## src/design/rad_pkg.sv

```systemverilog
`timescale 1ns / 1ps
// ----------------------------------------------------------------------------
// rad_pkg - shared types and constants for the RLE alpha map decoder
// Frame size, field widths, phase and error codes, and the structs that
// pass between the decode core and the result queue.
// ----------------------------------------------------------------------------
package rad_pkg;

    // Decoded bytes in one frame (128 .. 4096)
    localparam int DECODED_BYTES = 4096;

    localparam int BYTE_W    = 8;
    localparam int COUNT_W   = 7;
    localparam int RUN_POS_W = 12;
    localparam int ERR_W     = 3;
    // Position counter must hold DECODED_BYTES itself
    localparam int POS_W     = $clog2(DECODED_BYTES + 1);
    localparam int SUM_W     = POS_W + 1;

    localparam logic [BYTE_W-1:0] COUNT_MASK = 8'h7F;
    localparam int                FILL_BIT   = 7;

    typedef enum logic [2:0] {
        PH_CTRL = 3'b001,
        PH_FILL = 3'b010,
        PH_LIT  = 3'b100
    } phase_t;

    typedef enum logic [ERR_W-1:0] {
        ERR_OK    = 3'd0,
        ERR_TRUNC = 3'd1,
        ERR_ZERO  = 3'd2,
        ERR_OVER  = 3'd3,
        ERR_TFILL = 3'd4,
        ERR_TLIT  = 3'd5
    } err_code_t;

    typedef struct packed {
        logic                 run_valid;
        logic [RUN_POS_W-1:0] run_position;
        logic [BYTE_W-1:0]    run_value;
        logic [COUNT_W-1:0]   run_length;
        logic                 frame_done;
        err_code_t            error_code;
    } rad_result_t;

    typedef struct packed {
        logic        valid;
        rad_result_t result;
    } rad_push_t;

    typedef struct packed {
        logic space;
    } rad_queue_status_t;

endpackage

```

## src/design/rad_if.sv

```systemverilog
`timescale 1ns / 1ps
// ----------------------------------------------------------------------------
// rad_if - stream channels of the RLE alpha map decoder
// Compressed byte channel in and decoded run channel out, valid/ready.
// ----------------------------------------------------------------------------
interface rad_in_if;
    logic       valid;
    logic       ready;
    logic [7:0] stream_byte;
    logic       frame_start;
    logic       last_byte;

    modport source (output valid, output stream_byte, output frame_start,
                    output last_byte, input ready);
    modport sink   (input valid, input stream_byte, input frame_start,
                    input last_byte, output ready);
endinterface

interface rad_out_if;
    logic        valid;
    logic        ready;
    logic        run_valid;
    logic [11:0] run_position;
    logic [7:0]  run_value;
    logic [6:0]  run_length;
    logic        frame_done;
    logic [2:0]  error_code;

    modport source (output valid, output run_valid, output run_position,
                    output run_value, output run_length, output frame_done,
                    output error_code, input ready);
    modport sink   (input valid, input run_valid, input run_position,
                    input run_value, input run_length, input frame_done,
                    input error_code, output ready);
endinterface

```

## src/design/rad_decode_core.sv

```systemverilog
`timescale 1ns / 1ps
// ----------------------------------------------------------------------------
// rad_decode_core - per-byte decode step
// Holds the frame state and turns each accepted byte into at most one run.
// ----------------------------------------------------------------------------
module rad_decode_core (
    input  logic                       clk,
    input  logic                       rst_n,
    rad_in_if.sink                     in_ch,
    input  rad_pkg::rad_queue_status_t q_status,
    output rad_pkg::rad_push_t         push
);
    import rad_pkg::*;

    phase_t              phase_reg,    phase_next;
    logic [COUNT_W-1:0]  remain_reg,   remain_next;
    logic [COUNT_W-1:0]  fill_cnt_reg, fill_cnt_next;
    logic [POS_W-1:0]    pos_reg,      pos_next;
    logic                finished_reg, finished_next;

    phase_t              eff_phase;
    logic [COUNT_W-1:0]  eff_remain;
    logic [COUNT_W-1:0]  eff_fill_cnt;
    logic [POS_W-1:0]    eff_pos;
    logic                eff_finished;

    logic                in_fire;
    logic                start;
    logic                last;
    logic [BYTE_W-1:0]   b;
    logic [COUNT_W-1:0]  count;
    logic                fill;
    logic [POS_W-1:0]    pos_fill;
    logic [POS_W-1:0]    pos_inc;
    logic [COUNT_W-1:0]  remain_dec;
    logic [SUM_W-1:0]    pos_span;
    logic                done;

    assign in_ch.ready = q_status.space;
    assign in_fire     = in_ch.valid && in_ch.ready;
    assign start       = in_fire && in_ch.frame_start;
    assign last        = in_ch.last_byte;
    assign b           = in_ch.stream_byte;
    assign count       = COUNT_W'(b & COUNT_MASK);
    assign fill        = b[FILL_BIT];

    // frame start clears the state before this byte is decoded
    assign eff_phase    = start ? PH_CTRL : phase_reg;
    assign eff_remain   = start ? '0 : remain_reg;
    assign eff_fill_cnt = start ? '0 : fill_cnt_reg;
    assign eff_pos      = start ? '0 : pos_reg;
    assign eff_finished = start ? 1'b0 : finished_reg;

    assign pos_fill   = eff_pos + POS_W'(eff_fill_cnt);
    assign pos_inc    = eff_pos + POS_W'(1);
    assign remain_dec = eff_remain - COUNT_W'(1);
    assign pos_span   = SUM_W'(eff_pos) + SUM_W'(count);

    always_comb
    begin
        phase_next    = eff_phase;
        remain_next   = eff_remain;
        fill_cnt_next = eff_fill_cnt;
        pos_next      = eff_pos;
        finished_next = eff_finished;
        push          = '0;
        push.result.error_code = ERR_OK;
        done          = 1'b0;

        if (in_fire && !eff_finished)
        begin
            case (eff_phase)
                PH_FILL:
                begin
                    push.valid                = 1'b1;
                    push.result.run_valid     = 1'b1;
                    push.result.run_position  = RUN_POS_W'(eff_pos);
                    push.result.run_value     = b;
                    push.result.run_length    = eff_fill_cnt;
                    pos_next                  = pos_fill;
                    phase_next                = PH_CTRL;
                    fill_cnt_next             = '0;
                    if (pos_fill >= POS_W'(DECODED_BYTES))
                    begin
                        done = 1'b1;
                        push.result.error_code = ERR_OK;
                    end
                    else if (last)
                    begin
                        done = 1'b1;
                        push.result.error_code = ERR_TRUNC;
                    end
                end
                PH_LIT:
                begin
                    push.valid                = 1'b1;
                    push.result.run_valid     = 1'b1;
                    push.result.run_position  = RUN_POS_W'(eff_pos);
                    push.result.run_value     = b;
                    push.result.run_length    = COUNT_W'(1);
                    pos_next                  = pos_inc;
                    remain_next               = remain_dec;
                    if (remain_dec == '0)
                    begin
                        phase_next = PH_CTRL;
                        if (pos_inc >= POS_W'(DECODED_BYTES))
                        begin
                            done = 1'b1;
                            push.result.error_code = ERR_OK;
                        end
                        else if (last)
                        begin
                            done = 1'b1;
                            push.result.error_code = ERR_TRUNC;
                        end
                    end
                    else if (last)
                    begin
                        done = 1'b1;
                        push.result.error_code = ERR_TLIT;
                    end
                end
                default:
                begin
                    // control byte; zero count beats overrun beats truncation
                    if (count == '0)
                    begin
                        done       = 1'b1;
                        push.valid = 1'b1;
                        push.result.error_code = ERR_ZERO;
                    end
                    else if (pos_span > SUM_W'(DECODED_BYTES))
                    begin
                        done       = 1'b1;
                        push.valid = 1'b1;
                        push.result.error_code = ERR_OVER;
                    end
                    else if (last)
                    begin
                        done       = 1'b1;
                        push.valid = 1'b1;
                        push.result.error_code = fill ? ERR_TFILL : ERR_TLIT;
                    end
                    else if (fill)
                    begin
                        phase_next    = PH_FILL;
                        fill_cnt_next = count;
                    end
                    else
                    begin
                        phase_next  = PH_LIT;
                        remain_next = count;
                    end
                end
            endcase

            if (done)
            begin
                push.result.frame_done = 1'b1;
                finished_next = 1'b1;
                phase_next    = PH_CTRL;
                remain_next   = '0;
                fill_cnt_next = '0;
            end
        end
    end

    always_ff @(posedge clk or negedge rst_n)
    begin
        if (!rst_n)
        begin
            phase_reg    <= PH_CTRL;
            remain_reg   <= '0;
            fill_cnt_reg <= '0;
            pos_reg      <= '0;
            finished_reg <= 1'b1;
        end
        else
        begin
            phase_reg    <= phase_next;
            remain_reg   <= remain_next;
            fill_cnt_reg <= fill_cnt_next;
            pos_reg      <= pos_next;
            finished_reg <= finished_next;
        end
    end

endmodule

```

## src/design/rad_result_queue.sv

```systemverilog
`timescale 1ns / 1ps
// ----------------------------------------------------------------------------
// rad_result_queue - two-entry result buffer
// Registers decoded runs and lets the decoder keep going while one waits.
// ----------------------------------------------------------------------------
module rad_result_queue (
    input  logic                       clk,
    input  logic                       rst_n,
    input  rad_pkg::rad_push_t         push,
    output rad_pkg::rad_queue_status_t q_status,
    rad_out_if.source                  out_ch
);
    import rad_pkg::*;

    rad_result_t entry_reg [2];
    logic        wr_ptr_reg, wr_ptr_next;
    logic        rd_ptr_reg, rd_ptr_next;
    logic [1:0]  count_reg,  count_next;
    logic        pop;
    rad_result_t head;

    assign pop  = out_ch.valid && out_ch.ready;
    assign head = entry_reg[rd_ptr_reg];

    // registered full flag only: no path from out ready to in ready
    assign q_status.space = (count_reg != 2'd2);

    assign out_ch.valid        = (count_reg != 2'd0);
    assign out_ch.run_valid    = head.run_valid;
    assign out_ch.run_position = head.run_position;
    assign out_ch.run_value    = head.run_value;
    assign out_ch.run_length   = head.run_length;
    assign out_ch.frame_done   = head.frame_done;
    assign out_ch.error_code   = head.error_code;

    always_comb
    begin
        wr_ptr_next = wr_ptr_reg ^ push.valid;
        rd_ptr_next = rd_ptr_reg ^ pop;
        count_next  = count_reg + 2'(push.valid) - 2'(pop);
    end

    always_ff @(posedge clk)
    begin
        if (push.valid)
        begin
            entry_reg[wr_ptr_reg] <= push.result;
        end
    end

    always_ff @(posedge clk or negedge rst_n)
    begin
        if (!rst_n)
        begin
            wr_ptr_reg <= 1'b0;
            rd_ptr_reg <= 1'b0;
            count_reg  <= 2'd0;
        end
        else
        begin
            wr_ptr_reg <= wr_ptr_next;
            rd_ptr_reg <= rd_ptr_next;
            count_reg  <= count_next;
        end
    end

endmodule

```

## src/design/rle_alpha_map_decoder.sv

```systemverilog
`timescale 1ns / 1ps
// ----------------------------------------------------------------------------
// rle_alpha_map_decoder - streaming run-length decoder for alpha map frames
//
// in_ch takes one compressed byte per transfer with frame_start and
// last_byte marks. A control byte (bit 7 fill flag, bits 6..0 count) is
// followed by one fill value or by count literal bytes. out_ch gives one
// transfer per decoded run (a fill run, or a single literal byte) carrying
// position, value and length, plus frame_done and error_code when the
// frame completes at DECODED_BYTES bytes or is aborted by an error.
// A control byte that ends the frame early gives a transfer with no run.
//
// Throughput: one byte per cycle while the result queue has space. A run
// goes to out_ch through the queue, behind any results already waiting. The
// decode step sits between the input handshake and a two-entry result
// queue; the queue's registered fill level sets in_ch.ready, so a stalled
// receiver stops input only once two results are waiting. While the queue
// is full every byte waits, including those that give no result.
//
// Reset empties the queue and leaves the decoder idle: bytes are ignored
// until one arrives with frame_start set.
// ----------------------------------------------------------------------------
module rle_alpha_map_decoder (
    input  logic      clk,
    input  logic      rst_n,
    rad_in_if.sink    in_ch,
    rad_out_if.source out_ch
);
    import rad_pkg::*;

    rad_push_t         push;
    rad_queue_status_t q_status;

    // byte decode and frame state
    rad_decode_core u_core (
        .clk      (clk),
        .rst_n    (rst_n),
        .in_ch    (in_ch),
        .q_status (q_status),
        .push     (push)
    );

    // result register stage towards the receiver
    rad_result_queue u_queue (
        .clk      (clk),
        .rst_n    (rst_n),
        .push     (push),
        .q_status (q_status),
        .out_ch   (out_ch)
    );

`ifndef NO_ASSERTIONS
    // a transfer without a run only ever reports an aborted frame
    a_norun_ends_frame: assert property (@(posedge clk) disable iff (!rst_n)
        (out_ch.valid && !out_ch.run_valid) |-> out_ch.frame_done)
        else $error("result without run does not end frame");

    // error code only accompanies a frame end
    a_err_needs_done: assert property (@(posedge clk) disable iff (!rst_n)
        (out_ch.valid && !out_ch.frame_done) |-> (out_ch.error_code == ERR_OK))
        else $error("error code set on open frame");

    // run fields are zero when no run is carried
    a_norun_zero: assert property (@(posedge clk) disable iff (!rst_n)
        (out_ch.valid && !out_ch.run_valid) |->
        (out_ch.run_length == '0 && out_ch.run_value == '0 &&
         out_ch.run_position == '0))
        else $error("run fields set without run");

    // input back-pressure only while results are waiting
    a_stall_needs_backlog: assert property (@(posedge clk) disable iff (!rst_n)
        !in_ch.ready |-> out_ch.valid)
        else $error("input stalled with empty result queue");
`endif

endmodule
```

## src/flat_wrapper.sv

```systemverilog
// flat-port wrapper written by rule: the top's interface ports become plain ports
module rle_alpha_map_decoder_flat import rad_pkg::*;
  (clk, rst_n, in_ch_valid, in_ch_stream_byte, in_ch_frame_start, in_ch_last_byte, in_ch_ready, out_ch_valid, out_ch_run_valid, out_ch_run_position, out_ch_run_value, out_ch_run_length, out_ch_frame_done, out_ch_error_code, out_ch_ready);
  rad_in_if in_ch_i ();
  rad_out_if out_ch_i ();
  input  logic clk;
  input  logic rst_n;
  input wire logic [$bits(in_ch_i.valid)-1:0] in_ch_valid;
  input wire logic [$bits(in_ch_i.stream_byte)-1:0] in_ch_stream_byte;
  input wire logic [$bits(in_ch_i.frame_start)-1:0] in_ch_frame_start;
  input wire logic [$bits(in_ch_i.last_byte)-1:0] in_ch_last_byte;
  output wire logic [$bits(in_ch_i.ready)-1:0] in_ch_ready;
  output wire logic [$bits(out_ch_i.valid)-1:0] out_ch_valid;
  output wire logic [$bits(out_ch_i.run_valid)-1:0] out_ch_run_valid;
  output wire logic [$bits(out_ch_i.run_position)-1:0] out_ch_run_position;
  output wire logic [$bits(out_ch_i.run_value)-1:0] out_ch_run_value;
  output wire logic [$bits(out_ch_i.run_length)-1:0] out_ch_run_length;
  output wire logic [$bits(out_ch_i.frame_done)-1:0] out_ch_frame_done;
  output wire logic [$bits(out_ch_i.error_code)-1:0] out_ch_error_code;
  input wire logic [$bits(out_ch_i.ready)-1:0] out_ch_ready;
  assign in_ch_i.valid = in_ch_valid;
  assign in_ch_i.stream_byte = in_ch_stream_byte;
  assign in_ch_i.frame_start = in_ch_frame_start;
  assign in_ch_i.last_byte = in_ch_last_byte;
  assign in_ch_ready = in_ch_i.ready;
  assign out_ch_valid = out_ch_i.valid;
  assign out_ch_run_valid = out_ch_i.run_valid;
  assign out_ch_run_position = out_ch_i.run_position;
  assign out_ch_run_value = out_ch_i.run_value;
  assign out_ch_run_length = out_ch_i.run_length;
  assign out_ch_frame_done = out_ch_i.frame_done;
  assign out_ch_error_code = out_ch_i.error_code;
  assign out_ch_i.ready = out_ch_ready;
  rle_alpha_map_decoder u_core (.clk(clk), .rst_n(rst_n), .in_ch(in_ch_i), .out_ch(out_ch_i));
endmodule
```

## config.mk

```make
export PLATFORM = sky130hd
export DESIGN_NAME = rle_alpha_map_decoder_flat
export DESIGN_NICKNAME = d
export VERILOG_FILES = /design/src/design/rad_pkg.sv /design/src/design/rad_if.sv /design/src/design/rad_decode_core.sv /design/src/design/rad_result_queue.sv /design/src/design/rle_alpha_map_decoder.sv /design/src/flat_wrapper.sv
export SDC_FILE = /design/constraint.sdc
export NUM_CORES = 1
export LEC_CHECK = 0
export ABC_AREA = 1
export ABC_CLOCK_PERIOD_IN_PS = 4550
export BUFFER_PORTS_ARGS = -buffer_cell sky130_fd_sc_hd__buf_2
export CELL_PAD_IN_SITES_DETAIL_PLACEMENT = 1
export CELL_PAD_IN_SITES_GLOBAL_PLACEMENT = 1
export CORE_MARGIN = 1.5
export CORE_UTILIZATION = 41
export CTS_CLUSTER_DIAMETER = 80
export DETAILED_ROUTE_END_ITERATION = 16
export PLACE_DENSITY = 0.85
export SLEW_MARGIN = 20
export SYNTH_ARGS = -nofsm -noshare
export SYNTH_HDL_FRONTEND = slang
export SYNTH_SLANG_ARGS = --single-unit
```

## constraint.sdc

```tcl
create_clock -name clk -period 4.55 [get_ports clk]
set_input_delay 0.455 -clock clk [delete_from_list [all_inputs] [get_ports clk]]
set_output_delay 0.455 -clock clk [all_outputs]
set_load 0.05 [all_outputs]
```

Word level (Yosys, flattened, before mapping) --
Memory sizes are Yosys's and may differ from the RTL's. Cells that the tools add are included.
Word-level totals: register bits after elaboration 35, memory bits (writable) 64, memories kept 1
Cells by class: add/subtract/negate cells 6, $lt $le $gt $ge 3, equal/unequal tests 3, muxes and demuxes 55, bitwise operators 2, reduce and logical (&&, ||, !) cells 9
Memory list:
- u_core.u_queue.entry_reg | depth 2, width 32, read ports 1, clocked after memory_dff 0, write ports 1, RTL line rad_result_queue.sv:15 | rad_result_t entry_reg [2];
Operator list (number):
- 2-to-1 mux 7 bit | 14
- case mux 28 bit (2 select lines) | 1
- 2-to-1 mux 3 bit | 13
- 2-to-1 mux 33 bit | 1
- case mux 7 bit (2 select lines) | 2
- >= comparator 13 bit, second input constant | 2
- 2-to-1 mux 13 bit | 2
- case mux 13 bit (2 select lines) | 1
- 2-to-1 mux 1 bit | 18
- adder 13 x 7 -> 14 bit | 1
- greater-than comparator 14 x 13 -> 1 bit, second input constant | 1
- zero test 7 bit | 2
- adder 13 x 1 -> 13 bit, second input constant | 1
- adder 13 x 7 -> 13 bit | 1
- case mux 3 bit (2 select lines) | 2
- subtractor 7 x 1 -> 7 bit, second input constant | 1
- logical AND 1 bit | 4
- equality test 3 x 2 -> 1 bit, second input constant | 1
- equality test 3 bit, second input constant | 1
- adder 2 x 1 -> 2 bit | 1
- inequality test 2 bit, second input constant | 1
- case mux 1 bit (2 select lines) | 1
- nonzero test 2 bit | 1
- OR reduction 2 bit | 1
- other kinds (3) | 4

Depth between registers and ports, before layout --
Gate-level depths: netlist of the first run.
depth after elaboration 14, depth in mapped cells 30

By module --
A second synthesis of the first run with hierarchy kept.
Second synthesis, totals: cells, all modules 829, area total of the unflattened synthesis 6389.9 µm²
Modules (own cells, without submodules):
- rad_decode_core | times used 1, cells an instance 633, area an instance 3768.6 µm²
- rad_result_queue | times used 1, cells an instance 196, area an instance 2621.3 µm²

Worst setup path before layout of the first run --
Ideal clock, no wire load.
kind register to register, from register u_core.u_queue.count_reg[1], to memory u_core.u_queue.entry_reg[1][0] (netlist bit) (enable), arrival time 4.104 ns, path slack 0.025 ns, cell stages (with the launch flop) 25, buffers on the path 3, period minus slack after synthesis 4.525 ns, path through dfrtp_1 > nand2_2 > nand3_4 > buf_12 > buf_6 > buf_4 > nand2_1 > inv_1 > ha_1 > ha_1 > inv_1 > nand2_1 > nand3_1 > nand2_1 > nand2_1 > nand2_1 > nand2_1 > nand2_1 > nand3_1 > nor2_1 > nand3_1 > nand2_2 > nand3_2 > nand2_1 > nor2_1
Between the ends: longest elaborated chain between the ends 12, elaborated cells on any way between the ends 19, those cells by class add/sub (1); order compare (1); eq/ne (3); mux (9); reduce/logical (5)
Ends and longest elaborated chain:
- from (decl) | RTL line rad_result_queue.sv:18 | logic [1:0] count_reg, count_next;
- from (signal assigned) | RTL line rad_result_queue.sv:63 | count_reg <= count_next;
- inequality test 2 bit (*) | RTL line rad_result_queue.sv:26 | assign q_status.space = (count_reg != 2'd2);
- net in_ch_ready | RTL line flat_wrapper.sv:12 | output wire logic [$bits(in_ch_i.ready)-1:0] in_ch_ready;
- logical AND 1 bit (*) | RTL line rad_decode_core.sv:40 | assign in_fire = in_ch.valid && in_ch.ready;
- logical AND 1 bit | RTL line rad_decode_core.sv:41 | assign start = in_fire && in_ch.frame_start;
- 2-to-1 mux 13 bit | RTL line rad_decode_core.sv:51 | assign eff_pos = start ? '0 : pos_reg;
- adder 13 x 7 -> 14 bit | RTL line rad_decode_core.sv:57 | assign pos_span = SUM_W'(eff_pos) + SUM_W'(count);
- greater-than comparator 14 x 13 -> 1 bit | RTL line rad_decode_core.sv:132 | else if (pos_span > SUM_W'(DECODED_BYTES))
- 2-to-1 mux 1 bit | RTL line rad_decode_core.sv:132
- 2-to-1 mux 1 bit | RTL line rad_decode_core.sv:126 | if (count == '0)
- 2-to-1 mux 1 bit | RTL line rad_decode_core.sv:72 | case (eff_phase)
- 2-to-1 mux 33 bit (*) | RTL line rad_decode_core.sv:70 | if (in_fire && !eff_finished)
- 2-to-1 mux 1 bit (*) | RTL line rad_result_queue.sv:45 | if (push.valid)
- 2-to-1 mux 1 bit (implied by the code) (*) | RTL line rad_result_queue.sv:47 | entry_reg[wr_ptr_reg] <= push.result;
- to (decl) | RTL line rad_result_queue.sv:15
Mark *: on every way through the listed nets, which the timed path passes. The rest lies on a longest branch.

Final worst setup path of the first run --
from register u_core.u_queue.count_reg[1], to memory u_core.u_queue.entry_reg[0][25] (netlist bit) (enable)
Between the ends: longest elaborated chain between the ends 12, elaborated cells on any way between the ends 19, those cells by class add/sub (1); order compare (1); eq/ne (3); mux (9); reduce/logical (5)
Ends and longest elaborated chain (RTL line):
- inequality test 2 bit (*) | rad_result_queue.sv:26
- logical AND 1 bit (*) | rad_decode_core.sv:40
- logical AND 1 bit | rad_decode_core.sv:41
- 2-to-1 mux 13 bit | rad_decode_core.sv:51
- adder 13 x 7 -> 14 bit | rad_decode_core.sv:57
- greater-than comparator 14 x 13 -> 1 bit | rad_decode_core.sv:132
- 2-to-1 mux 1 bit | rad_decode_core.sv:132
- 2-to-1 mux 1 bit | rad_decode_core.sv:126
- 2-to-1 mux 1 bit | rad_decode_core.sv:72
- 2-to-1 mux 33 bit (*) | rad_decode_core.sv:70
- 2-to-1 mux 1 bit (*) | rad_result_queue.sv:45
- 2-to-1 mux 1 bit (implied by the code) (*) | rad_result_queue.sv:47
Mark *: on every way between the ends. The rest lies on a longest branch, timed or not.

==> summary.md, run 1 <==
| Metric | Value |
|---|---|
| Layout cell share with drive strength beyond 1 | `0.1487` |
| Ports | `48` |
| Mux contribution to synthesized area | `0` |
| CTS Buffer Depth | `2` |
| H-tree levels | `3` |
| #FFs+latches synth | `99` |
| Fraction of the yosys area taken by sequential cells | `0.4478` |
| Post-synthesis xor/xnor area fraction | `0.01541` |
| Routed WL | `19,330 um` |
| Synth cell types | `41` |
| Crit path time final | `3.952 ns` |
| Fmax | `253.1 MHz` |
| Slew Limit Fails | `0` |
| Vias | `5,790` |
| Post-route setup TNS | `0 ns` |
| Logic pwr share | `0.451` |
| Critical-path maximum fanout | `32` |
| Startpoint type of the worst setup path | `flop` |
| Sequential power share | `0.330` |
| Finished Core Util | `0.4726` |
| Area of the multi-input gates | `2974 sq um` |
| Synth async-reset ratio | `0.3535` |
| Largest net degree at the start of global routing | `36` |
| Cell Area, Synth | `6253 sq um` |
| GR Util met1 | `0.3373` |
| WP data arrival | `3.96 ns` |
| Status | `finished clean` |
| CP Capture Type | `flop` |
| Post-route ant nets | `0` |
| Nets@finish | `897` |
| Later-pin clock latency in the skew report | `0.36 ns` |
| Via-per-instance ratio | `5.473` |
| Post-synthesis net count | `854` |
| Wire per inst | `18.27 um` |
| Root buf cell | `clkbuf_16` |
| Hold-fix buffers, CTS | `0` |
| Post-CTS repair timing setup buffer count | `0` |
| PwrDens | `513.5 nW/um^2` |
| Reg clk slew, reported paths | `0.08 ns` |
| Total Power | `3.567 mW` |
| Finished Layout Cells | `1,058` |
| Chip Width | `126.5 um` |
| Die ar. | `16,000 sq um` |
| GRT Max-Usage Layer | `met2` |
| Number of diodes | `0` |
| Compound-cell area share of the yosys netlist | `0.08343` |
| Synth Warn # | `0` |
| Post-CTS resize count | `0` |
| Starting Density | `0.4254` |
| Initial antenna violation count | `0` |
| Largest area contributor in the netlist | `edfxtp_1` |
| RSZ-0062 raised after global routing | `false` |
| Leak | `3.366 nW` |
| Placed Cells | `1,042` |
| Largest family of logic cells by synthesized area | `simple AND/OR/NAND/NOR gates` |
| Met3 usage | `0.03374` |
| Setup Viol. Count Final | `0` |
| Worst slew pin tran | `1.006 ns` |
| Gr usage total | `0.2491` |
| Rel. slew slack | `0.3253` |
| Switching portion of total power | `0.4741` |
| Core Rows | `44` |
| Syn_area_per_cell | `7.571 sq um` |
| Drc violations | `0` |
| Sw power | `1.691 mW` |
| Inserted Clock Buffers | `9` |
| Post-synth top area share | `0.3073` |
| Clk pwr share | `0.219` |
| Vias in the first global route | `5,752` |
| Pint | `1.876 mW` |
| Area delta synth->final | `11.08%` |
| Post-synth top cells | `287 x nand2_1, 75 x inv_1, 73 x nor2_1` |
| Reg area | `2800 sq um` |
| Fillers | `1,866` |
| Grt total ovfl | `0` |
| Most common cell in the synthesized netlist | `nand2_1` |
| PnR worst setup slack | `0.5982 ns` |
| Core Area | `14,700 sq um` |
| Hold Vio Cnt, Final | `0` |
| Setup Skew | `0.01158 ns` |
| Detailed placer's ending HPWL | `13,680 um` |
| Gpl congestion | `0.9152` |
| WS Path Type | `reg -> reg` |
| Met2 global-route usage | `0.4166` |
| Hold Crit Class | `in -> async` |
| Max FFs per register | `64` |
| DRT Pass-1 Iters | `5` |
| Port Buffers | `47` |
| Tcrit/Tclk final | `0.8685` |
| Max-cap violations | `0` |
| Synth top area cells | `edfxtp_1 31%, nand2_1 17%, dfrtp_1 13%, nand3_1 5.4%, o21ai_0 4.6%` |
| Adder-Cell Fraction of Synth Area | `0.02801` |
| Worst slack at placement | `0.5778 ns` |
| First-pass GRT wire length | `30,840 um` |
| Die Y | `126.5 um` |
| Synth Area in Simple Gates | `0.3483` |
| Worst VDD drop | `0.2492 mV` |
| Initial DRC count | `436` |
| Synth Flop Type | `edfxtp_1` |
| Worst Path Required | `4.55 ns` |
| Post-synthesis cell count | `826` |
| CTS tree | `done` |
| Number of synthesized flops with an enable pin | `64` |
| TritonCTS Sinks | `99` |
worst max-delay path: stages, from the launching register on:
cell     delay [ns]
dfrtp_1        0.41
nand2_2        0.12
nand3_4        0.33
nand2_1        0.34
inv_1          0.13
ha_1           0.36
inv_1          0.08
nor2_1         0.13
inv_1          0.08
nor2_1         0.15
nand2_1        0.09
nand2_1        0.08
nand3_1        0.07
nand2_1        0.10
nor2_1         0.05
nand3_1        0.11
nand2_2        0.08
nand3_2        0.10
nand2_1        0.11
inv_1          0.09
ha_1           0.15
buf_4          0.40
cells in the final DEF (no fill, tap or decap), types with 18 or more instances in the layout:
cell type / instances
a21oi_1: 23
buf_2: 47
dfrtp_1: 33
edfxtp_1: 64
inv_1: 75
nand2_1: 287
nand2_2: 18
nand3_1: 67
nor2_1: 72
o21ai_0: 58
power by group through the flow:
stage	Sequential, mW	Combinational [mW]	Clock, mW
after floorplan	1.18	1.23	0
after global placement	1.19	1.57	0
after detailed placement	1.20	1.61	0
after CTS	1.18	1.62	0.792
after global routing	1.19	1.74	0.823
final	1.18	1.61	0.780
layer usage:
metal	up-vias	routed length, um
met5	-	0
met4	0	346
met3	25	872
met2	142	9378
met1	2830	8732
li1	2793	-
cell families (layout without fill, tap and decap cells):
| kind of cell | count (synthesis) | count (layout) |
|---|---|---|
| simple gates | 494 | 494 |
| fa+ha+maj | 14 | 14 |
| buf+inv | 111 | 159 |
| flops | 99 | 99 |
| compound gates | 97 | 97 |
| xor+xnor | 11 | 11 |
through the flow:
step	hold WS, ns	instance area [sq um]
6_report	0.2349	6947
2_1_floorplan	0.1594	6254
3_5_place_dp	0.5295	6651
4_1_cts	0.2597	6947
3_3_place_gp	0.5154	6651
5_1_grt	0.3013	6947
cell type report:
cell class / count / area share
clock buffer: 10 / 0.03440
clock inverter: 6 / 0.008105
inverter: 83 / 0.04521
multi-input combinational: 616 / 0.4281
sequential: 99 / 0.4031
tap: 184 / 0.03314
timing repair buffer: 60 / 0.04791
final timing paths:
kind                                              from                               to  slack (ns)  depth (start not counted)
min in group clk                          out_ch_ready        u_core.u_queue.rd_ptr_reg        0.41                          3
setup reg to reg           u_core.u_queue.count_reg[1]  u_core.u_queue.entry_reg[0][25]        0.60                         21
max in group asynchronous                        rst_n      u_core.u_core.remain_reg[2]        3.73                          1
hold reg to reg             u_core.u_core.finished_reg       u_core.u_core.finished_reg        0.54                          2
hold / removal                                   rst_n         u_core.u_core.pos_reg[4]        0.23                          1
setup / recovery           u_core.u_queue.count_reg[1]  u_core.u_queue.entry_reg[0][25]        0.60                         21
Power figures use the tool's default switching activity.
==> run 2, diff against run 1 <==
--- a/config.mk
+++ b/config.mk
@@ -10,10 +10,12 @@
 export BUFFER_PORTS_ARGS = -buffer_cell sky130_fd_sc_hd__buf_2
 export CELL_PAD_IN_SITES_DETAIL_PLACEMENT = 1
 export CELL_PAD_IN_SITES_GLOBAL_PLACEMENT = 1
+export CORE_ASPECT_RATIO = 1.5
 export CORE_MARGIN = 1.5
 export CORE_UTILIZATION = 41
 export CTS_CLUSTER_DIAMETER = 80
 export DETAILED_ROUTE_END_ITERATION = 16
+export GPL_ROUTABILITY_DRIVEN = 0
 export PLACE_DENSITY = 0.85
 export SLEW_MARGIN = 20
 export SYNTH_ARGS = -nofsm -noshare
==> run 2 against run 1 <==
Sequential cell count unchanged. Clock power is 2% lower. Combinational power about the same. Register-to-register slack lost 0.03 ns. Global-route usage down 0.21 points. Critical path depth rose by 1. Largest power group unchanged. Utilization is 0.85 points lower. Clock skew decreased by 0.0021 ns. Worst hold slack better by 0.0031 ns. First-iteration DRC count down 23%.
==> summary.md, run 2 (synthesis results as in run 1) <==
| Metric | Value |
|---|---|
| Status | `finished clean (unchanged)` |
| Final non-filler cell area | `6963 sq um (was 6947 sq um)` |
| Max FFs per register | `64 (unchanged)` |
| Worst Path Required | `4.66 ns (was 4.55 ns)` |
| Worst VDD drop | `0.2341 mV (was 0.2492 mV)` |
| Die ar. | `16,020 sq um (was 16,000 sq um)` |
| Worst slack at placement | `0.6540 ns (was 0.5778 ns)` |
| Critical path's top delay family | `simple AND/OR/NAND/NOR gates (unchanged)` |
| Critical Path Stages | `22 (was 21)` |
| CTS Buffer Depth | `2 (unchanged)` |
| Ports | `48 (unchanged)` |
| Layout cell share with drive strength beyond 1 | `0.1487 (unchanged)` |
| Hold_ws | `0.2380 ns (was 0.2349 ns)` |
| PnR worst setup slack | `0.5662 ns (was 0.5982 ns)` |
| DRT Pass-1 Iters | `4 (was 5)` |
| Hold Crit Class | `in -> async (unchanged)` |
| Inserted Clock Buffers | `9 (unchanged)` |
| Number of diodes | `0 (unchanged)` |
| FF-to-FF path depth | `22 (was 21)` |
| CTS tree | `done (unchanged)` |
| Grt total ovfl | `0 (unchanged)` |
| Reg-to-reg slack, setup | `0.57 ns (was 0.60 ns)` |
| Post-route setup TNS | `0 ns (unchanged)` |
| Fmax | `251.0 MHz (was 253.1 MHz)` |
| Tcrit/Tclk final | `0.8756 (was 0.8685)` |
| Post-route ant nets | `0 (unchanged)` |
| Critical-path maximum fanout | `22 (was 32)` |
| FF-to-FF End | `u_core.u_queue.entry_reg[1][2] (was u_core.u_queue.entry_reg[0][25])` |
| Critical Path Sink | `u_core.u_queue.entry_reg[1][2] (was u_core.u_queue.entry_reg[0][25])` |
| Via-per-instance ratio | `5.347 (was 5.473)` |
| Setup Viol. Count Final | `0 (unchanged)` |
| Later-pin clock latency in the skew report | `0.35 ns (was 0.36 ns)` |
| Root buf cell | `clkbuf_16 (unchanged)` |
| Hold Vio Cnt, Final | `0 (unchanged)` |
| Bufs and invs on worst path | `4 (was 5)` |
| Worst slew pin tran | `0.9318 ns (was 1.006 ns)` |
| Max-cap violations | `0 (unchanged)` |
| Area delta synth->final | `11.34% (was 11.08%)` |
| Commonest non-fill, non-tap cell in the layout | `nand2_1 (unchanged)` |
| Detailed placer's ending HPWL | `13,820 um (was 13,680 um)` |
| Die Y | `154.3 um (was 126.5 um)` |
| Gr usage total | `0.2471 (was 0.2491)` |
| Cell mode on critical path | `nand2_1 (unchanged)` |
| Logic pwr share | `0.452 (was 0.451)` |
| RSZ-0062 raised after global routing | `false (unchanged)` |
| Routed WL | `19,030 um (was 19,330 um)` |
| Slew Limit Fails | `0 (unchanged)` |
| Pint | `1.864 mW (was 1.876 mW)` |
| WP data arrival | `4.09 ns (was 3.96 ns)` |
| Crit path time final | `3.984 ns (was 3.952 ns)` |
| Post-CTS resize count | `0 (unchanged)` |
| Core Rows | `55 (was 44)` |
| Core Area | `15,000 sq um (was 14,700 sq um)` |
| Leak | `3.369 nW (was 3.366 nW)` |
| Placed cell areas | `6670 sq um (was 6651 sq um)` |
| Wire length on met3 | `487 um (was 872 um)` |
| Vias | `5,737 (was 5,790)` |
| Initial DRC count | `335 (was 436)` |
| Clk pwr share | `0.215 (was 0.219)` |
| H-tree levels | `3 (unchanged)` |
| Metal2 WL | `10,120 um (was 9378 um)` |
| Crit-path slowest cell | `dfrtp_1 (unchanged)` |
| Reg area | `2800 sq um (unchanged)` |
| Worst setup path start | `u_core.u_queue.count_reg[1] (unchanged)` |
| Drc violations | `0 (unchanged)` |
| WS Path Type | `reg -> reg (unchanged)` |
| Top Layer Used | `met4 (unchanged)` |
| Port Buffers | `47 (unchanged)` |
| CP Cell Sequence | `nand2_2, nand3_4, nand2_1, inv_1, ha_1, inv_1, nor2_1, inv_1, nor2_1, nand2_1, nand2_1, nand2_1, nand2_1, nand3_1, nor2_1, nand3_1, nand2_2, buf_4, nand2_4, nor2_1, a21oi_1, nor3_1 (was nand2_2, nand3_4, nand2_1, inv_1, ha_1, inv_1, nor2_1, inv_1, nor2_1, nand2_1, nand2_1, nand3_1, nand2_1, nor2_1, nand3_1, nand2_2, nand3_2, nand2_1, inv_1, ha_1, buf_4)` |
| Sw power | `1.687 mW (was 1.691 mW)` |
| Initial antenna violation count | `0 (unchanged)` |
| Startpoint type of the worst setup path | `flop (unchanged)` |
| Chip Width | `103.8 um (was 126.5 um)` |
| Worst r2r src | `u_core.u_queue.count_reg[1] (unchanged)` |
| PwrDens | `510.0 nW/um^2 (was 513.5 nW/um^2)` |
| Nets@finish | `897 (unchanged)` |
| Largest net degree at the start of global routing | `36 (unchanged)` |
| Fillers | `1,937 (was 1,866)` |
| Setup Skew | `0.009441 ns (was 0.01158 ns)` |
| Switching portion of total power | `0.4751 (was 0.4741)` |
| Reg clk slew, reported paths | `0.08 ns (about the same)` |
| Area of the multi-input gates | `2974 sq um (unchanged)` |
| Routed length on met1 | `7602 um (was 8732 um)` |
| Vias in the first global route | `6,044 (was 5,752)` |
| TritonCTS Sinks | `99 (unchanged)` |
| Most frequent cells in the layout | `287 x nand2_1, 75 x inv_1, 72 x nor2_1 (unchanged)` |
| Max incr delay on CP | `0.43 ns (was 0.41 ns)` |
| Sequential power share | `0.332 (was 0.330)` |
| CP Capture Type | `flop (unchanged)` |
| Starting Density | `0.4168 (was 0.4254)` |
| Rel. slew slack | `0.3750 (was 0.3253)` |
| Post-CTS repair timing setup buffer count | `0 (unchanged)` |
| Wire per inst | `17.73 um (was 18.27 um)` |
| First-pass GRT wire length | `30,790 um (was 30,840 um)` |
| Hold-fix buffers, CTS | `0 (unchanged)` |
## run 2: changes by cell type in the layout (fill, tap and decap cells not counted), sizes merged
cell	before	now
inv	84	87
clkbuf	10	9
clkinv	4	3
clkinvlp	1	0
## run 2: layer usage
layer,vias up,global-route usage
met3,51,0.03076
met2,118,0.4592
li1,2783,-
met4,0,0.1250
met5,-,0
met1,2785,0.2754
## run 2: worst min-delay path by stage
stage	to	startpoint	slack [ns]	cells after the start
floorplan	u_core.u_core.fill_cnt_reg[0]	rst_n	0.16	0
global placement	u_core.u_queue.count_reg[0]	u_core.u_queue.count_reg[0]	0.51	1
detailed placement	u_core.u_queue.count_reg[0]	u_core.u_queue.count_reg[0]	0.52	1
CTS	u_core.u_core.pos_reg[6]	rst_n	0.27	1
global route	u_core.u_core.pos_reg[6]	rst_n	0.29	1
finish	u_core.u_core.pos_reg[8]	rst_n	0.24	1
## run 2: power by group through the flow
stage          clock, mW  sequential [mW]  combinational, mW
3_3_place_gp           0             1.19               1.58
4_1_cts            0.772             1.18               1.63
6_report           0.764             1.18               1.61
3_5_place_dp           0             1.20               1.62
5_1_grt            0.805             1.19               1.75
2_1_floorplan          0             1.18               1.23
## run 2: final cells by class
type / instances / area share
clock buffer: 9 / 0.03235
clock inverter: 7 / 0.009704
inverter: 83 / 0.04510
multi-input combinational: 616 / 0.4271
sequential: 99 / 0.4022
tap: 199 / 0.03576
timing repair buffer: 60 / 0.04780
## run 2: worst register-to-register path, stage by stage (launching register included)
cell     delay, ns
dfrtp_1       0.43
nand2_2       0.12
nand3_4       0.31
nand2_1       0.34
inv_1         0.13
ha_1          0.36
inv_1         0.07
nor2_1        0.14
inv_1         0.08
nor2_1        0.15
nand2_1       0.09
nand2_1       0.08
nand2_1       0.05
nand2_1       0.05
nand3_1       0.06
nor2_1        0.12
nand3_1       0.11
nand2_2       0.10
buf_4         0.25
nand2_4       0.11
nor2_1        0.19
a21oi_1       0.06
nor3_1        0.34
## run 2: through the flow
step	cells	util	power, mW
after floorplan	826	-	2.408
after global routing	1073	0.4641	3.748
after global placement	1057	0.4446	2.770
final	1073	0.4641	3.551
after CTS	1073	0.4641	3.582
after detailed placement	1057	0.4446	2.817
==> run 3, diff against run 2 <==
--- a/config.mk
+++ b/config.mk
@@ -13,11 +13,11 @@
 export CORE_ASPECT_RATIO = 1.5
 export CORE_MARGIN = 1.5
 export CORE_UTILIZATION = 41
-export CTS_CLUSTER_DIAMETER = 80
 export DETAILED_ROUTE_END_ITERATION = 16
 export GPL_ROUTABILITY_DRIVEN = 0
 export PLACE_DENSITY = 0.85
-export SLEW_MARGIN = 20
+export SLEW_MARGIN = 5
 export SYNTH_ARGS = -nofsm -noshare
 export SYNTH_HDL_FRONTEND = slang
+export SYNTH_HIERARCHICAL = 1
 export SYNTH_SLANG_ARGS = --single-unit
==> run 3 against run 2 <==
Utilization fell by 0.067 points. First-iteration DRC count fell by 3.0%. Sequential power barely moved. Total power fell by 2.0%. Die area rose by 2.1%. Worst hold slack got worse by 0.0041 ns. Critical path type unchanged. Largest cell class unchanged. Highest routed layer unchanged.
==> summary.md, run 3 <==
| Metric | Value |
|---|---|
| Status | `finished clean (unchanged)` |
| Fraction of the yosys area taken by sequential cells | `0.4382 (was 0.4478)` |
| Wire per inst | `18.08 um (was 17.73 um)` |
| Met2 global-route usage | `0.4600 (was 0.4592)` |
| Max FFs per register | `64 (unchanged)` |
| WS Path Type | `reg -> reg (unchanged)` |
| Chip Width | `104.9 um (was 103.8 um)` |
| Slew Limit Fails | `0 (unchanged)` |
| Gr usage total | `0.2436 (was 0.2471)` |
| Post-CTS resize count | `0 (unchanged)` |
| Inserted Clock Buffers | `9 (unchanged)` |
| GR Util met1 | `0.2714 (was 0.2754)` |
| Grt total ovfl | `0 (unchanged)` |
| Hold Vio Cnt, Final | `0 (unchanged)` |
| Hold_ws | `0.2339 ns (was 0.2380 ns)` |
| Die ar. | `16,360 sq um (was 16,020 sq um)` |
| Core Area | `15,140 sq um (was 15,000 sq um)` |
| Fmax | `242.7 MHz (was 251.0 MHz)` |
| Fillers | `1,916 (was 1,937)` |
| Post-route ant nets | `0 (unchanged)` |
| Worst slack at placement | `0.4837 ns (was 0.6540 ns)` |
| Finished Core Util | `0.4635 (was 0.4641)` |
| Post-synth top area share | `0.3008 (was 0.3073)` |
| Synth Flop Type | `edfxtp_1 (unchanged)` |
| H-tree levels | `3 (unchanged)` |
| Post-CTS repair timing setup buffer count | `0 (unchanged)` |
| Tcrit/Tclk final | `0.9055 (was 0.8756)` |
| Via-per-instance ratio | `5.351 (was 5.347)` |
| Routed WL | `19,350 um (was 19,030 um)` |
| Drc violations | `0 (unchanged)` |
| Met3 usage | `0.02757 (was 0.03076)` |
| PwrDens | `496.1 nW/um^2 (was 510.0 nW/um^2)` |
| Post-synth top cells | `299 x nand2_1, 72 x inv_1, 69 x nor2_1 (was 287 x nand2_1, 75 x inv_1, 73 x nor2_1)` |
| Starting Density | `0.4221 (was 0.4168)` |
| Vias | `5,726 (was 5,737)` |
| Synth Warn # | `6 (was 0)` |
| Initial antenna violation count | `0 (unchanged)` |
| Nets@finish | `895 (was 897)` |
| GRT Max-Usage Layer | `met2 (unchanged)` |
| Syn_area_per_cell | `7.708 sq um (was 7.571 sq um)` |
| Most common cell in the synthesized netlist | `nand2_1 (unchanged)` |
| Max-cap violations | `0 (unchanged)` |
| Area delta synth->final | `9.810% (was 11.34%)` |
| WP data arrival | `4.18 ns (was 4.09 ns)` |
| Number of diodes | `0 (unchanged)` |
| Initial DRC count | `325 (was 335)` |
| Number of synthesized flops with an enable pin | `64 (unchanged)` |
| TritonCTS Sinks | `99 (unchanged)` |
| Largest area contributor in the netlist | `edfxtp_1 (unchanged)` |
| Most frequent cells in the layout | `299 x nand2_1, 72 x inv_1, 69 x nor2_1 (was 287 x nand2_1, 75 x inv_1, 72 x nor2_1)` |
| Startpoint type of the worst setup path | `flop (unchanged)` |
| Ports | `48 (unchanged)` |
| Crit path time final | `4.120 ns (was 3.984 ns)` |
| CTS Buffer Depth | `2 (unchanged)` |
| Worst VDD drop | `0.2463 mV (was 0.2341 mV)` |
| Setup Viol. Count Final | `0 (unchanged)` |
| Commonest non-fill, non-tap cell in the layout | `nand2_1 (unchanged)` |
| Layout cell share with drive strength beyond 1 | `0.1550 (was 0.1487)` |
| Post-route setup TNS | `0 ns (unchanged)` |
| Critical-path maximum fanout | `32 (was 22)` |
| Largest net degree at the start of global routing | `36 (unchanged)` |
| Leak | `3.381 nW (was 3.369 nW)` |
| Vias in the first global route | `5,908 (was 6,044)` |
| Detailed placer's ending HPWL | `13,980 um (was 13,820 um)` |
| Worst Path Required | `4.61 ns (was 4.66 ns)` |
| First-pass GRT wire length | `30,790 um (unchanged)` |
| Port Buffers | `47 (unchanged)` |
| Core Rows | `55 (unchanged)` |
| Post-synthesis cell count | `829 (was 826)` |
| CTS tree | `done (unchanged)` |
| Root buf cell | `clkbuf_16 (unchanged)` |
| Total Power | `3.481 mW (was 3.551 mW)` |
| DRT Pass-1 Iters | `5 (was 4)` |
| Worst slew pin tran | `0.9334 ns (was 0.9318 ns)` |
| Synth top area cells | `edfxtp_1 30%, nand2_1 18%, dfrtp_1 13%, nand3_1 4.9%, inv_1 4.2% (was edfxtp_1 31%, nand2_1 17%, dfrtp_1 13%, nand3_1 5.4%, o21ai_0 4.6%)` |
| Later-pin clock latency in the skew report | `0.36 ns (was 0.35 ns)` |
| Cell Area, Synth | `6390 sq um (was 6253 sq um)` |
| Synth cell types | `50 (was 41)` |
| Synth async-reset ratio | `0.3535 (unchanged)` |
| PnR worst setup slack | `0.4301 ns (was 0.5662 ns)` |
| Reg clk slew, reported paths | `0.08 ns (about the same)` |
| RSZ-0062 raised after global routing | `false (unchanged)` |
| Setup Skew | `0.01283 ns (was 0.009441 ns)` |
| Post-synthesis net count | `858 (was 854)` |
| Hold-fix buffers, CTS | `0 (unchanged)` |
| CP Capture Type | `flop (unchanged)` |
| Rel. slew slack | `0.3777 (was 0.3750)` |
| #FFs+latches synth | `99 (unchanged)` |
| Die Y | `155.9 um (was 154.3 um)` |
| Hold Crit Class | `in -> async (unchanged)` |
[run 3: area by class of cell]
class	instances	area, sq um	share of cell area
sequential	99	2800	0.3991
clock buffer	9	225.2	0.03210
multi-input combinational	622	3063	0.4365
clock inverter	7	61.31	0.008738
inverter	78	302.8	0.04315
timing repair buffer	56	315.3	0.04494
tap	199	249.0	0.03549
[run 3: worst paths after layout]
kind | startpoint | to | slack, ns | cells after the start
min reg2reg | u_core/u_queue/rd_ptr_reg | u_core/u_queue/rd_ptr_reg | 0.50 | 2
min | rst_n | u_core/u_core/remain_reg[3] | 0.23 | 1
max in group asynchronous | rst_n | u_core/u_core/pos_reg[1] | 3.73 | 1
min in group clk | out_ch_ready | u_core/u_queue/rd_ptr_reg | 0.36 | 3
max | u_core/u_queue/count_reg[1] | u_core/u_queue/entry_reg[0][20] | 0.43 | 22
max reg2reg | u_core/u_queue/count_reg[1] | u_core/u_queue/entry_reg[0][20] | 0.43 | 22
[run 3: metal layers]
layer / part of all wire / vias up
met1: 0.40 / 2788
met4: 0.037 / 0
li1: - / 2768
met3: 0.028 / 43
met5: 0 / -
met2: 0.54 / 127
[run 3: worst max-delay path, stage by stage, from the launching register on]
cell and delay, ns:
dfrtp_1 0.39, nand2_1 0.12, nand3_2 0.25, nand2_1 0.27
inv_1 0.18, ha_1 0.33, a21o_1 0.19, nand2_1 0.11
nand2_1 0.13, nand2_1 0.10, nand2_1 0.05, nor2_1 0.09
nand3_1 0.08, nor2_1 0.10, nand2_1 0.07, nor2_1 0.14
nand3_2 0.14, nand2_4 0.23, nand4_4 0.15, nand2_1 0.10
inv_1 0.07, ha_1 0.20, buf_4 0.27
[run 3: cell families (layout without fill, tap and decap cells)]
logic type / count (synthesis) / in the layout / share of synthesized area
DFF: 99 / 99 / 0.4382
buffers and inverters: 108 / 150 / 0.08244
and+or+nand+nor: 493 / 493 / 0.3421
AOI/OAI and AO/OA: 102 / 102 / 0.09027
adders and majority gates: 15 / 15 / 0.03055
xor gates and xnor gates: 12 / 12 / 0.01645
[run 3: stage by stage]
| stage | cell area (sq um) | instances |
|---|---|---|
| floorplan | 6390 | 829 |
| global placement | 6730 | 1054 |
| detailed placement | 6730 | 1054 |
| CTS | 7017 | 1070 |
| global route | 7017 | 1070 |
| finish | 7017 | 1070 |
[run 3: report_power, final]
group | total, mW | switching [mW] | internal (mW)
clock network | 0.753 | 0.372 | 0.381
logic | 1.56 | 1.21 | 0.354
registers | 1.17 | 0.0612 | 1.11
total | 3.48 | 1.64 | 1.84
